**src/rtl/text_console_writer_defines.svh**
```systemverilog
// Assertion macros shared by the text console writer RTL.
// No dependencies; included by files that carry concurrent checks.
`ifndef TEXT_CONSOLE_WRITER_DEFINES_SVH
`define TEXT_CONSOLE_WRITER_DEFINES_SVH

// Plain property checked on every clock edge outside reset.
`define TCW_CHECK(lbl, prop, msg) \
    lbl: assert property (@(posedge aclk) disable iff (!aresetn) (prop)) else $error(msg);

// Trigger in one cycle implies the consequence in the next cycle.
`define TCW_CHECK_NEXT(lbl, trig, cons, msg) \
    lbl: assert property (@(posedge aclk) disable iff (!aresetn) (trig) |=> (cons)) \
        else $error(msg);

`endif

```
**src/rtl/tcw_pkg.sv**
```systemverilog
// Shared types and constants for the text console writer.
// No dependencies; used by the engine, the screen memory and the top level.
package tcw_pkg;

    localparam int ROWS_DEFAULT = 25;
    localparam int COLS_DEFAULT = 80;
    localparam int CELL_W       = 16;

    localparam logic [7:0] SPACE_CHAR    = 8'd32;
    localparam logic [7:0] NEWLINE_CHAR  = 8'd10;
    localparam logic [7:0] COLOR_RESET   = 8'd151;

    localparam logic [1:0] OP_PUT   = 2'd0;
    localparam logic [1:0] OP_READ  = 2'd1;
    localparam logic [1:0] OP_CLEAR = 2'd2;

    typedef struct packed {
        logic [1:0]  op;
        logic [7:0]  char_code;
        logic [7:0]  color;
        logic [10:0] cell_index;
    } cmd_t;

    typedef struct packed {
        logic [6:0]        cursor_col;
        logic [4:0]        cursor_row;
        logic [CELL_W-1:0] cell_data;
    } res_t;

endpackage

```
**src/rtl/tcw_engine.sv**
```systemverilog
// Command sequencer: cursor tracking, scroll copy and blank fill over the screen memory.
// Depends on tcw_pkg; drives the ports of tcw_screen_ram.
module tcw_engine #(
    parameter int ROWS = tcw_pkg::ROWS_DEFAULT,
    parameter int COLS = tcw_pkg::COLS_DEFAULT,
    parameter int AW   = $clog2(ROWS * COLS)
) (
    input  logic                       aclk,
    input  logic                       aresetn,
    input  logic                       in_valid,
    output logic                       in_ready,
    input  tcw_pkg::cmd_t              cmd,
    output logic                       res_valid,
    input  logic                       res_ready,
    output tcw_pkg::res_t              res,
    input  logic [7:0]                 default_color,
    output logic                       ram_we,
    output logic [AW-1:0]              ram_waddr,
    output logic [tcw_pkg::CELL_W-1:0] ram_wdata,
    output logic                       ram_re,
    output logic [AW-1:0]              ram_raddr,
    input  logic [tcw_pkg::CELL_W-1:0] ram_rdata
);
    import tcw_pkg::*;

    localparam int CELLS  = ROWS * COLS;
    localparam int COPY_N = (ROWS - 1) * COLS;
    localparam int RW     = $clog2(ROWS);
    localparam int CW     = $clog2(COLS);

    localparam logic [1:0] ST_IDLE = 2'd0;
    localparam logic [1:0] ST_EMIT = 2'd1;
    localparam logic [1:0] ST_COPY = 2'd2;
    localparam logic [1:0] ST_FILL = 2'd3;

    logic [1:0]    state_reg, state_next;
    logic [RW-1:0] row_reg, row_next;
    logic [CW-1:0] col_reg, col_next;
    logic [AW-1:0] row_start_reg, row_start_next;
    logic [AW-1:0] cur_addr_reg, cur_addr_next;
    logic [AW-1:0] cnt_reg, cnt_next;
    logic          wr_pend_reg, wr_pend_next;
    logic [AW-1:0] wr_addr_reg, wr_addr_next;
    logic [7:0]    fill_color_reg, fill_color_next;
    logic          emit_reg, emit_next;
    logic          is_read_reg, is_read_next;
    logic          adv_row;

    always_comb begin
        state_next      = state_reg;
        row_next        = row_reg;
        col_next        = col_reg;
        row_start_next  = row_start_reg;
        cur_addr_next   = cur_addr_reg;
        cnt_next        = cnt_reg;
        wr_pend_next    = 1'b0;
        wr_addr_next    = wr_addr_reg;
        fill_color_next = fill_color_reg;
        emit_next       = emit_reg;
        is_read_next    = is_read_reg;
        adv_row         = 1'b0;
        in_ready        = 1'b0;
        res_valid       = 1'b0;
        ram_we          = 1'b0;
        ram_waddr       = cur_addr_reg;
        ram_wdata       = {cmd.color, cmd.char_code};
        ram_re          = 1'b0;
        ram_raddr       = AW'(cmd.cell_index);

        // A copied cell lands in the cycle after its read; it owns the write port.
        if (wr_pend_reg) begin
            ram_we    = 1'b1;
            ram_waddr = wr_addr_reg;
            ram_wdata = ram_rdata;
        end

        unique case (state_reg)
            ST_IDLE: begin
                in_ready = 1'b1;
                if (in_valid) begin
                    is_read_next = 1'b0;
                    state_next   = ST_EMIT;
                    case (cmd.op)
                        OP_PUT: begin
                            if (cmd.char_code == NEWLINE_CHAR) begin
                                adv_row = 1'b1;
                            end else begin
                                ram_we = 1'b1;
                                if (col_reg == CW'(COLS - 1)) begin
                                    adv_row = 1'b1;
                                end else begin
                                    col_next      = col_reg + 1'b1;
                                    cur_addr_next = cur_addr_reg + 1'b1;
                                end
                            end
                            if (adv_row) begin
                                col_next = '0;
                                if (row_reg == RW'(ROWS - 1)) begin
                                    cur_addr_next = row_start_reg;
                                    cnt_next      = '0;
                                    state_next    = ST_COPY;
                                end else begin
                                    row_next       = row_reg + 1'b1;
                                    row_start_next = row_start_reg + AW'(COLS);
                                    cur_addr_next  = row_start_reg + AW'(COLS);
                                end
                            end
                        end
                        OP_READ: begin
                            ram_re       = 1'b1;
                            is_read_next = 32'(cmd.cell_index) < 32'(CELLS);
                        end
                        OP_CLEAR: begin
                            row_next        = '0;
                            col_next        = '0;
                            row_start_next  = '0;
                            cur_addr_next   = '0;
                            cnt_next        = '0;
                            fill_color_next = default_color;
                            emit_next       = 1'b1;
                            state_next      = ST_FILL;
                        end
                        default: begin
                        end
                    endcase
                end
            end
            ST_COPY: begin
                // Move every row up by one: read a cell one row below, write it back here.
                ram_re       = 1'b1;
                ram_raddr    = cnt_reg + AW'(COLS);
                wr_pend_next = 1'b1;
                wr_addr_next = cnt_reg;
                if (cnt_reg == AW'(COPY_N - 1)) begin
                    cnt_next        = AW'(COPY_N);
                    fill_color_next = default_color;
                    emit_next       = 1'b1;
                    state_next      = ST_FILL;
                end else begin
                    cnt_next = cnt_reg + 1'b1;
                end
            end
            ST_FILL: begin
                if (!wr_pend_reg) begin
                    ram_we    = 1'b1;
                    ram_waddr = cnt_reg;
                    ram_wdata = {fill_color_reg, SPACE_CHAR};
                    if (cnt_reg == AW'(CELLS - 1)) begin
                        state_next = emit_reg ? ST_EMIT : ST_IDLE;
                    end else begin
                        cnt_next = cnt_reg + 1'b1;
                    end
                end
            end
            ST_EMIT: begin
                res_valid = 1'b1;
                if (res_ready) begin
                    state_next = ST_IDLE;
                end
            end
            default: begin
                state_next = ST_IDLE;
            end
        endcase
    end

    assign res.cell_data  = is_read_reg ? ram_rdata : '0;
    assign res.cursor_row = 5'(row_reg);
    assign res.cursor_col = 7'(col_reg);

    always_ff @(posedge aclk) begin
        if (!aresetn) begin
            state_reg      <= ST_FILL;
            row_reg        <= '0;
            col_reg        <= '0;
            row_start_reg  <= '0;
            cur_addr_reg   <= '0;
            cnt_reg        <= '0;
            wr_pend_reg    <= 1'b0;
            fill_color_reg <= COLOR_RESET;
            emit_reg       <= 1'b0;
            is_read_reg    <= 1'b0;
        end else begin
            state_reg      <= state_next;
            row_reg        <= row_next;
            col_reg        <= col_next;
            row_start_reg  <= row_start_next;
            cur_addr_reg   <= cur_addr_next;
            cnt_reg        <= cnt_next;
            wr_pend_reg    <= wr_pend_next;
            fill_color_reg <= fill_color_next;
            emit_reg       <= emit_next;
            is_read_reg    <= is_read_next;
        end
    end

    always_ff @(posedge aclk) begin
        wr_addr_reg <= wr_addr_next;
    end

endmodule

```
**config.mk**
```make
export PLATFORM = sky130hd
export DESIGN_NAME = tcw_engine
export DESIGN_NICKNAME = d
export VERILOG_FILES = /design/src/rtl/text_console_writer_defines.svh /design/src/rtl/tcw_pkg.sv /design/src/rtl/tcw_engine.sv
export SDC_FILE = /design/constraint.sdc
export NUM_CORES = 1
export LEC_CHECK = 0
export ABC_AREA = 1
export BUFFER_PORTS_ARGS = -buffer_cell sky130_fd_sc_hd__buf_2
export CAP_MARGIN = 10
export CORE_UTILIZATION = 34
export CTS_BUF_LIST = sky130_fd_sc_hd__clkbuf_8
export DETAILED_ROUTE_END_ITERATION = 6
export SETUP_SLACK_MARGIN = 0.1
export SLEW_MARGIN = 20
export SYNTH_ARGS = -nofsm -noshare
export SYNTH_HDL_FRONTEND = slang
export SYNTH_SLANG_ARGS = --single-unit
export TNS_END_PERCENT = 100
```
**constraint.sdc**
```tcl
create_clock -name aclk -period 3.65 [get_ports aclk]
set_input_delay 0.73 -clock aclk [delete_from_list [all_inputs] [get_ports aclk]]
set_output_delay 0.73 -clock aclk [all_outputs]
set_load 0.01 [all_outputs]
```
# Yosys cells after proc, flatten, opt, wreduce, memory -nomap -nowiden
# Index checks and enable logic that the tools add are counted.
[totals]
wordCells = 120
inputBits = 57
output_inout_bits = 70
reg_bits = 69
[classes]
n_addsub = 6
order_cmp = 1
n_mux = 66
eq_ne = 24
n_reduce_logical = 12
[ops]
columns = ["op", "count"]
rows = [
  ["$mux W11", 15],
  ["$pmux W11 S2", 3],
  ["$mux W16", 4],
  ["$pmux W11 S3", 1],
  ["$mux W8", 3],
  ["$add A11 B1 Y11 const B", 2],
  ["$add A11 B7 Y11 const B", 2],
  ["$eq A11 B11 Y1 const B", 2],
  ["$mux W7", 3],
  ["$mux W1", 20],
  ["$ne A2 B2 Y1 const B", 8],
  ["$pmux W8 S2", 1],
  ["$reduce_and A5 Y1", 3],
  ["$mux W2", 7],
  ["$pmux W7 S2", 1],
  ["$ne A3 B3 Y1 const B", 4],
  ["$lt A11 B11 Y1 const B", 1],
  ["$mux W5", 2],
  ["$pmux W5 S2", 1],
  ["$eq A8 B4 Y1 const B", 1],
  ["$pmux W2 S4", 1],
  ["$reduce_and A4 Y1", 2],
  ["$add A7 B1 Y7 const B", 1],
  ["$eq A7 B7 Y1 const B", 1],
  ["13 further kinds", 20],
]

# Depth between registers and ports, before layout
[logic_depth]
depth_word = 10
ltp_mapped = 13
ltp_nobuf = 13

# Worst setup path before layout
# OpenSTA, ideal clock, no wires.
[synth_timing]
kind = "reg-to-output"
start = "register state_reg[0]"
end = "output ram_raddr[8]"
n_path_buf = 2
path_stages_with_launch = 7
arrival_ns = 1.736
setup_slack_ns = 1.184
required_time_ns = 2.920
path_cell_list = "dfxtp_1 > inv_1 > ha_1 > clkbuf_2 > inv_1 > clkbuf_1 > o31ai_1"
[synth_via]
elab_chain_len = 2
[synth_rtl]
columns = ["item", "line_no", "source"]
rows = [
  ["from (decl)", "tcw_engine.sv:36", "logic [1:0] state_reg, state_next;"],
  ["from (signal assigned)", "tcw_engine.sv:184", "state_reg <= state_next;"],
  ["$eq A2 B2 Y1", "tcw_engine.sv:77", "unique case (state_reg)"],
  ["$mux W11", "tcw_engine.sv:77", ""],
  ["to (decl)", "tcw_engine.sv:21", "output logic [AW-1:0] ram_raddr,"],
]
# Every way passes these cells.

# Worst setup path after layout
[layout_timing]
start = "register state_reg[0]"
end = "output ram_wdata[5] (netlist bit)"
[layout_via]
elab_chain_len = 2
[layout_rtl]
columns = ["item", "line_no", "source"]
rows = [
  ["$eq A2 B2 Y1", "tcw_engine.sv:77", ""],
  ["$mux W16", "tcw_engine.sv:77", ""],
  ["to (decl)", "tcw_engine.sv:19", "output logic [tcw_pkg::CELL_W-1:0] ram_wdata,"],
]
# Every way passes these cells.

==> results_dict.tcl <==
set metrics [dict create \
    synth_cells 687 \
    grt_use_total_pct 20.3 \
    max-cap-violations 0 \
    yosysWarnings 0 \
    rows 41 \
    yosysTopAreaCell "dfxtp_1" \
    drtIter0Drc 225 \
    synth_area_leaders "dfxtp_1 25%, nand2_1 17%, a21oi_1 8.5%, edfxtp_1 7.5%, inv_1 6.8%" \
    wl_um 13200 \
    crit_path_max_incr_delay_ns 0.64 \
    yosysMostFrequentCell "nand2_1" \
    synth_cell_types 47 \
    antenna_found_initial 0 \
    clockBufferDepth 2 \
    reg2regPathDepth 8 \
    cts_made_buffers 9 \
    power_mw 2.53 \
    finalInstanceArea_um2 5360 \
    yosys_register_bits 65 \
    period_needed_ns 2.80 \
    slowest_stage "clkinv_1" \
    grt_pass1_vias 4351 \
    fp.dieW_um 116 \
    finish.utilization_pct 42.4 \
    yosysTopAreaCellShare_pct 24.6 \
    worstPathMaxFanout 27 \
    rsz0062_at_grt "no" \
    postSynthAreaPerCell_um2 6.41 \
    path_clk_slew_ns 0.07 \
    postRouteAntennaNets 0 \
    drc_errors 0 \
    async_reset_ff_share_pct 0 \
    wire_per_inst_um 13.5 \
    port_buffers 126 \
    clock_latency_ns 0.35 \
    hold_buffers 0 \
    path_class "register to output port" \
    grt_max_degree 36 \
    drv_slew 0 \
    worstSetupEndpointType "output port" \
    worst_pin_slew_ns 0.823 \
    fmax_mhz 357 \
    syn_area_um2 4400 \
    cp.arrival_ns 2.07 \
    cts_resized 0 \
    tns_ns 0 \
    cts_root_buf "clkbuf_8" \
    drt_first_pass_iters 5 \
    synth_flop_cell "dfxtp_1" \
    cts_setup_buffers 0 \
    crit_path_start_kind "register" \
    final_nets 869 \
    worstPathCellList "ha_1, clkinv_1, a31oi_1, buf_2" \
    crit_cells 4 \
    grt_first_pass_wirelength_um 21200 \
    holdPathStages 2 \
    max-slew-margin-rel_pct 44.8 \
    path_buf_inv 2 \
    synthesis.nets 758 \
    drive_gt1_share_pct 20.2 \
    hold_path_class "register to register" \
    run_status "complete, no violations" \
    fp.coreArea_um2 12600 \
    vdd_drop_max_mv 0.248 \
    worst_path_dominant_cell_family "buffers and inverters" \
    initial_core_util_pct 34.9 \
    synth_edf_count 11 \
    die_y_um 116 \
    place_congestion 0.832 \
    dp_hpwl_um 9640 \
    post_dp_cell_area_um2 5150 \
    cts_tree "done" \
    finalSetupViolCount 0 \
    hold_viol 0 \
    viasPerCell 4.90 \
    whs_ns 0.475 \
    vias 4776 \
    p_leak_nw 2.57 \
    required_ns 2.92 \
    cts_num_sinks 65 \
    h-tree-depth 3 \
    clock_skew_ns 0.0102 \
    num-fill-cells 1393 \
    power_density_nw_per_um2 473 \
    period_share_pct 76.8 \
    die_area_um2 13400 \
    io_pins 127 \
    yosysSeqAreaShare_pct 32.1 \
    ys_top_cells_by_count "195 x nand2_1, 80 x inv_1, 75 x a21oi_1" \
    grt-ovfl-total 0 \
    diodes 0 \
    area_delta_synth_final_pct 21.7 \
]
==> area by class of cell <==
| cell class | instances | area (um2) | share of cell area, % |
|---|---|---|---|
| Multi-Input combinational cell | 508 | 2540 | 47.4 |
| Sequential cell | 65 | 1410 | 26.4 |
| Timing Repair Buffer | 131 | 668 | 12.5 |
| Inverter | 83 | 317 | 5.91 |
| Tap cell | 172 | 215 | 4.02 |
| Clock buffer | 12 | 165 | 3.08 |
| Clock inverter | 4 | 42.5 | 0.794 |
==> per-layer routing <==
layer	global-route usage, %	up-vias	part of all wire [%]
li1	-	2459	-
met5	0	-	0
met2	35.0	163	45
met4	5.64	0	0.77
met1	26.1	2145	48
met3	3.40	9	6.6
==> layout by cell type, fill, tap and decap left out, drive strengths merged, types with 14 or more instances in the layout <==
cell	instances
buf	131
nand2	198
a21oi	76
ha	14
nor2	68
dfxtp	54
nand3	59
o21ai	28
inv	83
==> kinds of logic after synthesis <==
family	after synthesis	synth area share, %
buffers and inverters	114	10.3
adders and majority gates	14	3.98
and+or+nand+nor	349	34.3
DFF	65	32.1
AOI/OAI and AO/OA	130	16.4
xor gates and xnor gates	15	2.98
==> worst reg2reg max path: stages, from the launching register on <==
cell and delay [ns]:
dfxtp_1 0.33, inv_1 0.14, ha_1 0.29, nand2_1 0.18, nor2_2 0.41, inv_1 0.38
nor2_1 0.18, nor2_1 0.05, a211oi_1 0.20
==> stage by stage <==
step	worst slack (ns)	instances
after floorplan	1.18	687
after global placement	1.11	959
after detailed placement	1.11	959
after CTS	0.816	975
after global routing	0.632	975
final	0.845	975
==> where the power goes <==
group | internal (mW) | switching [mW] | total, mW
Combinational | 0.346 | 0.648 | 0.993
Clock | 0.366 | 0.291 | 0.657
Sequential | 0.825 | 0.0559 | 0.881
Total | 1.54 | 0.995 | 2.53
==> path summary, 6_finish.rpt <==
path / startpoint / end / slack [ns]
hold / removal: fill_color_reg[6]$_SDFFE_PN0P_ / fill_color_reg[6]$_SDFFE_PN0P_ / 0.47
setup reg to reg: state_reg[1]$_SDFFE_PN1P_ / cur_addr_reg[3]$_SDFFE_PN0P_ / 1.41
setup / recovery: state_reg[0]$_SDFFE_PN1P_ / ram_wdata[5] / 0.85
hold reg to reg: fill_color_reg[6]$_SDFFE_PN0P_ / fill_color_reg[6]$_SDFFE_PN0P_ / 0.47
(Power assumes the default switching activity.)
